[src/rtl/pfe_pkg.sv]
// shared types and constants of the postfix expression evaluator
package pfe_pkg;

	// expression characters
	localparam logic [7:0] CH_0     = 8'h30;
	localparam logic [7:0] CH_9     = 8'h39;
	localparam logic [7:0] CH_PLUS  = 8'h2b;
	localparam logic [7:0] CH_MINUS = 8'h2d;
	localparam logic [7:0] CH_STAR  = 8'h2a;
	localparam logic [7:0] CH_SLASH = 8'h2f;
	localparam logic [7:0] CH_CARET = 8'h5e;

	// status codes
	localparam logic [2:0] ST_OK        = 3'd0;
	localparam logic [2:0] ST_UNDERFLOW = 3'd1;
	localparam logic [2:0] ST_OVERFLOW  = 3'd2;
	localparam logic [2:0] ST_DIVZERO   = 3'd3;
	localparam logic [2:0] ST_BADTOKEN  = 3'd4;

	typedef enum logic [2:0] {
		OP_ADD,
		OP_SUB,
		OP_MUL,
		OP_DIV,
		OP_POW
	} op_t;

	typedef enum logic [1:0] {
		S_IDLE,
		S_EXEC,
		S_WAIT,
		S_EMIT
	} pfe_state_t;

	typedef enum logic [1:0] {
		A_IDLE,
		A_DIV,
		A_POW,
		A_FIN
	} alu_state_t;

	typedef struct packed {
		logic [7:0] token;
		logic       last_token;
	} in_word_t;

	typedef struct packed {
		logic signed [31:0] value;
		logic [2:0]         status;
	} out_word_t;

	typedef struct packed {
		logic start;
		op_t  op;
	} alu_req_t;

	typedef struct packed {
		logic done;
		logic dz;
	} alu_rsp_t;

endpackage

[src/rtl/pfe_alu.sv]
// shared iterative arithmetic unit: add, subtract, multiply, divide, power
module pfe_alu import pfe_pkg::*; (
	input  logic        clk,
	input  logic        arst_n,
	input  alu_req_t    req,
	input  logic [31:0] lhs,
	input  logic [31:0] rhs,
	output alu_rsp_t    rsp,
	output logic [31:0] result
);

	localparam logic [5:0] DIV_STEPS = 6'd32;

	alu_state_t  state_q, state_d;
	logic [31:0] w_q;   // accumulator / quotient / result
	logic [31:0] s_q;   // square / partial remainder
	logic [31:0] d_q;   // exponent / divisor magnitude
	logic [5:0]  cnt_q;
	logic        neg_q;
	logic        dz_q;

	logic [31:0] mul_a, mul_b, prod, sq_prod;
	logic [32:0] rem_sh, trial;
	logic [31:0] lhs_mag, rhs_mag;

	function automatic logic [31:0] mag(input logic [31:0] v);
		return v[31] ? (32'd0 - v) : v;
	endfunction

	// one multiplier shared by product and power accumulate
	always_comb begin
		mul_a = (state_q == A_POW) ? w_q : lhs;
		mul_b = (state_q == A_POW) ? s_q : rhs;
	end

	assign prod    = mul_a * mul_b;
	assign sq_prod = s_q * s_q;
	assign rem_sh  = {s_q, w_q[31]};
	assign trial   = rem_sh - {1'b0, d_q};
	assign lhs_mag = mag(lhs);
	assign rhs_mag = mag(rhs);

	always_ff @(posedge clk or negedge arst_n) begin
		if (!arst_n) begin
			state_q <= A_IDLE;
		end else begin
			state_q <= state_d;
		end
	end

	always_comb begin
		state_d = state_q;
		unique case (state_q)
			A_IDLE: begin
				if (req.start) begin
					unique case (req.op)
						OP_DIV:  state_d = (rhs == 32'd0) ? A_FIN : A_DIV;
						OP_POW:  state_d = (rhs[31] || rhs == 32'd0) ? A_FIN : A_POW;
						default: state_d = A_FIN;
					endcase
				end
			end
			A_DIV: begin
				if (cnt_q == 6'd1)
					state_d = A_FIN;
			end
			A_POW: begin
				if (d_q[31:1] == 31'd0)
					state_d = A_FIN;
			end
			A_FIN:   state_d = A_IDLE;
			default: state_d = A_IDLE;
		endcase
	end

	always_ff @(posedge clk) begin
		case (state_q)
			A_IDLE: begin
				if (req.start) begin
					neg_q <= 1'b0;
					dz_q  <= 1'b0;
					unique case (req.op)
						OP_ADD: w_q <= lhs + rhs;
						OP_SUB: w_q <= lhs - rhs;
						OP_MUL: w_q <= prod;
						OP_DIV: begin
							s_q   <= 32'd0;
							w_q   <= lhs_mag;
							d_q   <= rhs_mag;
							cnt_q <= DIV_STEPS;
							neg_q <= lhs[31] ^ rhs[31];
							if (rhs == 32'd0) begin
								w_q   <= 32'd0;
								dz_q  <= 1'b1;
								neg_q <= 1'b0;
							end
						end
						OP_POW: begin
							s_q <= lhs;
							d_q <= rhs;
							if (!rhs[31])
								w_q <= 32'd1;
							else if (lhs == 32'd1)
								w_q <= 32'd1;
							else if (lhs == 32'hffff_ffff)
								w_q <= rhs[0] ? 32'hffff_ffff : 32'd1;
							else begin
								// reciprocal truncates to zero, zero base has no reciprocal
								w_q  <= 32'd0;
								dz_q <= (lhs == 32'd0);
							end
						end
						default: w_q <= 32'd0;
					endcase
				end
			end
			A_DIV: begin
				// restoring division, one quotient bit per cycle
				cnt_q <= cnt_q - 6'd1;
				if (!trial[32]) begin
					s_q <= trial[31:0];
					w_q <= {w_q[30:0], 1'b1};
				end else begin
					s_q <= rem_sh[31:0];
					w_q <= {w_q[30:0], 1'b0};
				end
			end
			A_POW: begin
				// square and multiply, exponent bit zero first
				if (d_q[0])
					w_q <= prod;
				s_q <= sq_prod;
				d_q <= {1'b0, d_q[31:1]};
			end
			default: ;
		endcase
	end

	assign rsp.done = (state_q == A_FIN);
	assign rsp.dz   = dz_q;
	assign result   = neg_q ? (32'd0 - w_q) : w_q;

`ifndef SYNTH
	a_start_idle: assert property (@(posedge clk) disable iff (!arst_n)
		req.start |-> state_q == A_IDLE)
		else $error("alu started while busy");

	a_div_count: assert property (@(posedge clk) disable iff (!arst_n)
		state_q == A_DIV |-> (cnt_q != 6'd0 && cnt_q <= DIV_STEPS))
		else $error("divide step count out of range");

	a_done_pulse: assert property (@(posedge clk) disable iff (!arst_n)
		rsp.done |=> !rsp.done)
		else $error("done held for more than one cycle");
`endif

endmodule

[src/rtl/postfix_expression_evaluator_unit.sv]
// postfix expression evaluator top level: operand stack and token sequencer
//
// token channel (tok_valid / tok_stall / tok): one character per word, with
// last_token marking the end of an expression. digits push 0 to 9, the
// operators + - * / ^ pop two operands and push the result (32-bit wrap,
// division truncates toward zero, power is integer power).
// result channel (res_valid / res_stall / res): one word per expression,
// giving the top of the stack and the first error seen, then the stack and
// status are cleared for the next expression.
// path of each token through the sequencer:
//   digit, bad token, short stack        handled in the idle state
//   + - *, / by zero, ^ exponent <= 0    exec, wait, alu straight to its finish state
//   /                                    exec, wait, 32 restoring steps in the alu
//   ^                                    exec, wait, one exponent bit a cycle in the alu
//   last token then passes the emit state to load the result register
// the divider / power loop in the shared alu sets the worst case.
// tok_stall is high whenever the sequencer is busy with a token.
// the result sits in an output register; while res_stall holds it, new tokens
// are still taken and only the next emission waits for the register to free.
// reset empties the stack, clears the status and drops any pending result.
module postfix_expression_evaluator_unit import pfe_pkg::*; #(
	parameter int STACK_DEPTH = 16
) (
	input  logic      clk,
	input  logic      arst_n,
	input  logic      tok_valid,
	output logic      tok_stall,
	input  in_word_t  tok,
	output logic      res_valid,
	input  logic      res_stall,
	output out_word_t res
);

	localparam int DW = $clog2(STACK_DEPTH + 1);
	localparam int AW = $clog2(STACK_DEPTH);

	// control state
	pfe_state_t  state_q, state_d;
	logic [DW-1:0] depth_q;
	logic [2:0]  err_q;
	logic        res_valid_q;

	// payload registers
	logic [31:0] tos_q;      // cached top of stack
	logic [31:0] rd_q;       // entry below the top, read from memory
	op_t         op_q;
	logic        last_q;
	out_word_t   res_q;

	// operand stack memory, entries 0 .. depth-1 with the top also in tos_q
	logic [31:0] stk_mem [STACK_DEPTH];

	logic [DW-1:0] below_top;
	logic [AW-1:0] rd_addr;
	logic [AW-1:0] mem_waddr;
	logic [31:0]   mem_wdata;
	logic          mem_we;

	// token decode
	logic        is_digit;
	logic        is_op;
	op_t         dec_op;
	logic [31:0] digit;
	logic        full;

	// sequencer controls
	logic        push;
	logic        wb;
	logic        emit;
	logic        flag_en;
	logic [2:0]  flag_code;

	alu_req_t    alu_req;
	alu_rsp_t    alu_rsp;
	logic [31:0] alu_result;

	assign below_top = depth_q - DW'(2);
	assign rd_addr   = below_top[AW-1:0];
	assign full      = (depth_q >= DW'(STACK_DEPTH));
	assign is_digit  = (tok.token >= CH_0) && (tok.token <= CH_9);
	assign digit     = {24'd0, tok.token - CH_0};

	always_comb begin
		is_op  = 1'b1;
		dec_op = OP_ADD;
		unique case (tok.token)
			CH_PLUS:  dec_op = OP_ADD;
			CH_MINUS: dec_op = OP_SUB;
			CH_STAR:  dec_op = OP_MUL;
			CH_SLASH: dec_op = OP_DIV;
			CH_CARET: dec_op = OP_POW;
			default:  is_op  = 1'b0;
		endcase
	end

	// sequencer
	always_comb begin
		state_d   = state_q;
		push      = 1'b0;
		wb        = 1'b0;
		emit      = 1'b0;
		flag_en   = 1'b0;
		flag_code = ST_OK;
		alu_req   = '{start: 1'b0, op: OP_ADD};
		unique case (state_q)
			S_IDLE: begin
				if (tok_valid) begin
					state_d = tok.last_token ? S_EMIT : S_IDLE;
					if (is_digit) begin
						if (full) begin
							// stack full, digit dropped
							flag_en   = 1'b1;
							flag_code = ST_OVERFLOW;
						end else begin
							push = 1'b1;
						end
					end else if (!is_op) begin
						flag_en   = 1'b1;
						flag_code = ST_BADTOKEN;
					end else if (depth_q < DW'(2)) begin
						// too few operands, stack untouched
						flag_en   = 1'b1;
						flag_code = ST_UNDERFLOW;
					end else begin
						state_d = S_EXEC;
					end
				end
			end
			S_EXEC: begin
				// rd_q now holds the left operand
				alu_req.start = 1'b1;
				alu_req.op    = op_q;
				state_d       = S_WAIT;
			end
			S_WAIT: begin
				if (alu_rsp.done) begin
					wb = 1'b1;
					if (alu_rsp.dz) begin
						flag_en   = 1'b1;
						flag_code = ST_DIVZERO;
					end
					state_d = last_q ? S_EMIT : S_IDLE;
				end
			end
			S_EMIT: begin
				// wait for the output register to be free
				if (!res_valid_q || !res_stall) begin
					emit    = 1'b1;
					state_d = S_IDLE;
				end
			end
			default: state_d = S_IDLE;
		endcase
	end

	// push writes above the top, write-back replaces the left operand
	assign mem_we    = push | wb;
	assign mem_waddr = push ? depth_q[AW-1:0] : rd_addr;
	assign mem_wdata = push ? digit : alu_result;

	always_ff @(posedge clk) begin
		if (mem_we)
			stk_mem[mem_waddr] <= mem_wdata;
		rd_q <= stk_mem[rd_addr];
	end

	always_ff @(posedge clk or negedge arst_n) begin
		if (!arst_n) begin
			state_q     <= S_IDLE;
			depth_q     <= '0;
			err_q       <= ST_OK;
			res_valid_q <= 1'b0;
		end else begin
			state_q <= state_d;

			if (push)
				depth_q <= depth_q + DW'(1);
			else if (wb)
				depth_q <= depth_q - DW'(1);
			else if (emit)
				depth_q <= '0;

			// first error of an expression is sticky
			if (emit)
				err_q <= ST_OK;
			else if (flag_en && err_q == ST_OK)
				err_q <= flag_code;

			if (emit)
				res_valid_q <= 1'b1;
			else if (!res_stall)
				res_valid_q <= 1'b0;
		end
	end

	always_ff @(posedge clk) begin
		if (push)
			tos_q <= digit;
		else if (wb)
			tos_q <= alu_result;

		if (state_q == S_IDLE && tok_valid) begin
			op_q   <= dec_op;
			last_q <= tok.last_token;
		end

		if (emit) begin
			// empty stack gives zero and underflow unless an error is held
			res_q.value  <= (depth_q == '0) ? 32'd0 : tos_q;
			res_q.status <= (depth_q == '0 && err_q == ST_OK) ? ST_UNDERFLOW : err_q;
		end
	end

	pfe_alu u_alu (
		.clk    (clk),
		.arst_n (arst_n),
		.req    (alu_req),
		.lhs    (rd_q),
		.rhs    (tos_q),
		.rsp    (alu_rsp),
		.result (alu_result)
	);

	assign tok_stall = (state_q != S_IDLE);
	assign res_valid = res_valid_q;
	assign res       = res_q;

`ifndef SYNTH
	a_depth_bound: assert property (@(posedge clk) disable iff (!arst_n)
		depth_q <= DW'(STACK_DEPTH))
		else $error("stack depth beyond capacity");

	a_done_in_wait: assert property (@(posedge clk) disable iff (!arst_n)
		alu_rsp.done |-> state_q == S_WAIT)
		else $error("alu result with no operation waiting");

	a_emit_clears: assert property (@(posedge clk) disable iff (!arst_n)
		(state_q == S_EMIT && !(res_valid_q && res_stall))
		|=> (depth_q == '0 && err_q == ST_OK && res_valid_q))
		else $error("emission did not clear the stack");
`endif

endmodule
[config.mk]
export PLATFORM = sky130hd
export DESIGN_NAME = postfix_expression_evaluator_unit
export DESIGN_NICKNAME = d
export VERILOG_FILES = /design/src/rtl/pfe_pkg.sv /design/src/rtl/pfe_alu.sv /design/src/rtl/postfix_expression_evaluator_unit.sv
export SDC_FILE = /design/constraint.sdc
export NUM_CORES = 2
export LEC_CHECK = 0
export ABC_AREA = 1
export BUFFER_PORTS_ARGS = -buffer_cell sky130_fd_sc_hd__buf_4
export CORE_MARGIN = 5
export CORE_UTILIZATION = 25
export DETAILED_ROUTE_END_ITERATION = 7
export SLEW_MARGIN = 20
export SYNTH_ARGS = -nofsm -noshare
export SYNTH_HDL_FRONTEND = slang
export SYNTH_SLANG_ARGS = --single-unit
[constraint.sdc]
create_clock -name clk -period 7.6 [get_ports clk]
set_input_delay 0.38 -clock clk [delete_from_list [all_inputs] [get_ports clk]]
set_output_delay 0.38 -clock clk [all_outputs]
set_load 0.05 [all_outputs]
==> metrics.csv <==
metric,value,unit
setup_slack,-88.2,ps
post-place-cells,11600,
wl_per_cell,20.3,um
relSlewSlack,22.0,%
synth-edff-count,663,
min_period,7690,ps
dpl_worst_slack,-371,ps
cts.sink_count,732,
slew_violations,0,
cellLeakagePower,36.2,nW
clock_latency,650,ps
first_pass_iters,6,
cp_slowest_stage_delay,600,ps
cts_tree,built,
dp_hpwl,185,mm
maxCapViolations,0,
yosys.cell_count.top_type,inv_1,
synth_common_cells,"inv_1 (1,461), nand2_1 (1,449), nor2_1 (791)",
hold_viol,0,
synth.top_cell.area_share,29.6,%
synthCells,7665,
fin_cells,11800,
utilization,30.1,%
cpMostUsedCell,fa_1,
routabilityCongestion,1.02,
io_buffers,49,
drive_gt1_share,14.1,%
vdd_drop_max,0.201,mV
cp_max_fo,10,
setup.worst_path.class,flop to flop,
vias,55500,
violations,setup timing,
rsz0062_at_grt,true,
layout.nets,9264,
vias_per_cell,4.72,
ys_seq_elements,732,
io_pins,50,
start_util,25.1,%
clockBufferDepth,3,
synth_area,67300,um^2
ys_seq_area_share,31.8,%
worst_path_max_delay_cell,fa_1,
drt_iter0_drc,5299,
fmax,130,MHz
grt_use_total,16.7,%
die_x,529,um
synth_ff_type,edfxtp_1,
drc,0,
yosysTopAreaCell,edfxtp_1,
num-fill-cells,28100,
syn_avg_cell_area,8.77,um^2
antenna_found_initial,1,
ys_top_cells_by_area,"edfxtp_1 (30%), fa_1 (23%), inv_1 (8.2%)",
ys_types,62,
status,"complete, but fails checks",
synthesis.nets,8788,
crit_path_start_kind,flop,
setup_viol,4,
grt_pass1_wl,356,mm
cts-htree-levels,3,
grt_pass1_vias,55100,
grt-ovfl-total,0,
worst_path_dominant_cell_family,adder cells,
rows,190,
fp.dieArea,279000,um^2
drt.antenna.violating_nets,0,
fin_skew,39.7,ps
min_path_type,input pin to flop,
wl,239,mm
grt_max_degree,108,
cts_made_buffers,81,
syn2layout_area_growth,19.8,%
cts_root_buf,clkbuf_16,
worst-path-buf-inv,6,
worstPathArrival,8090,ps
crit_required,8000,ps
p_per_area,111,nW/um^2
tightestPinTransition,1170,ps
setup.worst_path.end_class,flop,
placed_area,76100,um^2
antennaDiodeCount,0,
synth_async_sr_flop_share,1.78,%
path_clk_slew,60,ps
yosysWarnings,0,
fin_crit_sh,101,%
coreArea,268000,um^2
fin_area,80600,um^2
fp.dieH,529,um
## layout by cell type, fill, tap and decap left out, types with 25 or more instances in the layout
cell and count:
inv_1 1444, buf_6 28, edfxtp_1 663, xor2_1 128, o211ai_1 78, nand3_1 218, xnor2_1 44, o221ai_1 104
nor2_1 755, nand4_1 31, o21ai_0 493, nor3_1 39, buf_12 52, inv_2 25, ha_1 307, buf_4 635
nor2_2 25, o22ai_1 70, dfxtp_1 56, clkbuf_16 83, a21oi_1 223, nand2_2 37, o21ai_1 41, fa_1 755
nand2_1 1419
## power breakdown
part	internal [mW]	switching, mW
sequential	4.32	0.00361
clock	2.45	1.69
combinational	0.226	0.274
## repair_timing
item	CTS	global route
pin swaps	33	83
hold endpoints to repair	15	0
buffers inserted	17	36
endpoints found under the setup margin	19	33
hold buffers	3	0
cloned	3	0
gates resized for setup	107	163
## final cells by class
type | instances | area, um^2 | area share, %
flip-flops and latches | 732 | 21400 | 26.5
clock inverters | 44 | 593 | 0.736
well taps | 3552 | 4440 | 5.51
multi-input cells | 5111 | 40100 | 49.7
clock buffers | 108 | 2210 | 2.74
inverters | 1490 | 5630 | 6.99
repair buffers | 725 | 6280 | 7.80
## worst register-to-register path: cells and delay by family (launching register included)
| kind | cells | cell delay [ps] |
|---|---|---|
| AO/OA/AOI/OAI | 5 | 860 |
| AND/OR/NAND/NOR | 7 | 890 |
| flip-flops | 1 | 410 |
| buffers and inverters | 6 | 700 |
| adder cells (fa/ha/maj) | 10 | 4590 |
## per-layer routing
metal | wire length, um | share of wire [%] | GRT usage (%) | vias up
li1 | - | - | - | 25400
met1 | 100000 | 42 | 22.4 | 27500
met2 | 110000 | 46 | 27.3 | 2157
met3 | 17600 | 7.4 | 2.47 | 450
met4 | 11300 | 4.7 | 6.50 | 2
met5 | 12 | 0.0050 | 0 | -
## per-stage QoR
step	hold WS [ps]	power [mW]	setup TNS [ps]
after global routing	122	9.23	-2880
after floorplan	84.4	4.62	0
final	124	8.97	-221
after global placement	302	4.83	-3660
after CTS	87.1	8.97	-102
after detailed placement	306	4.83	-4370
## logic make-up after synthesis
kind of cell | count (synthesis) | share of synthesized area, %
mux | 1 | 0.0167
xor+xnor | 180 | 2.34
buf+inv | 1822 | 10.4
compound gates | 1175 | 10.3
flops | 732 | 31.8
simple gates | 2645 | 15.9
fa+ha+maj | 1110 | 29.3
## state kept, by name (all words and copies together) (netlist names)
| register | count |
|---|---|
| last_q | 1 |
| u_alu.w_q | 32 |
| u_alu.s_q | 32 |
| state_q | 2 |
| u_alu.d_q | 32 |
| u_alu.state_q | 2 |
| u_alu.dz_q | 1 |
| op_q | 3 |
| depth_q | 5 |
| res | 35 |
| res_valid | 1 |
| err_q | 3 |
| u_alu.neg_q | 1 |
| rd_q | 32 |
| stk_mem | 512 |
| u_alu.cnt_q | 6 |
| tos_q | 32 |
## final timing paths
path,from,to,slack [ps],cells after the start
setup / recovery,u_alu.state_q[1],u_alu.w_q[29],-90,28
hold / removal,tok[8],op_q[2],120,2
setup reg to reg,u_alu.state_q[1],u_alu.w_q[29],-90,28
hold reg to reg,err_q[1],res[1],510,0
max in group asynchronous,arst_n,depth_q[0],7120,2
min in group asynchronous,arst_n,u_alu.state_q[1],190,2
Note: power is estimated with default switching activity, not from simulation.
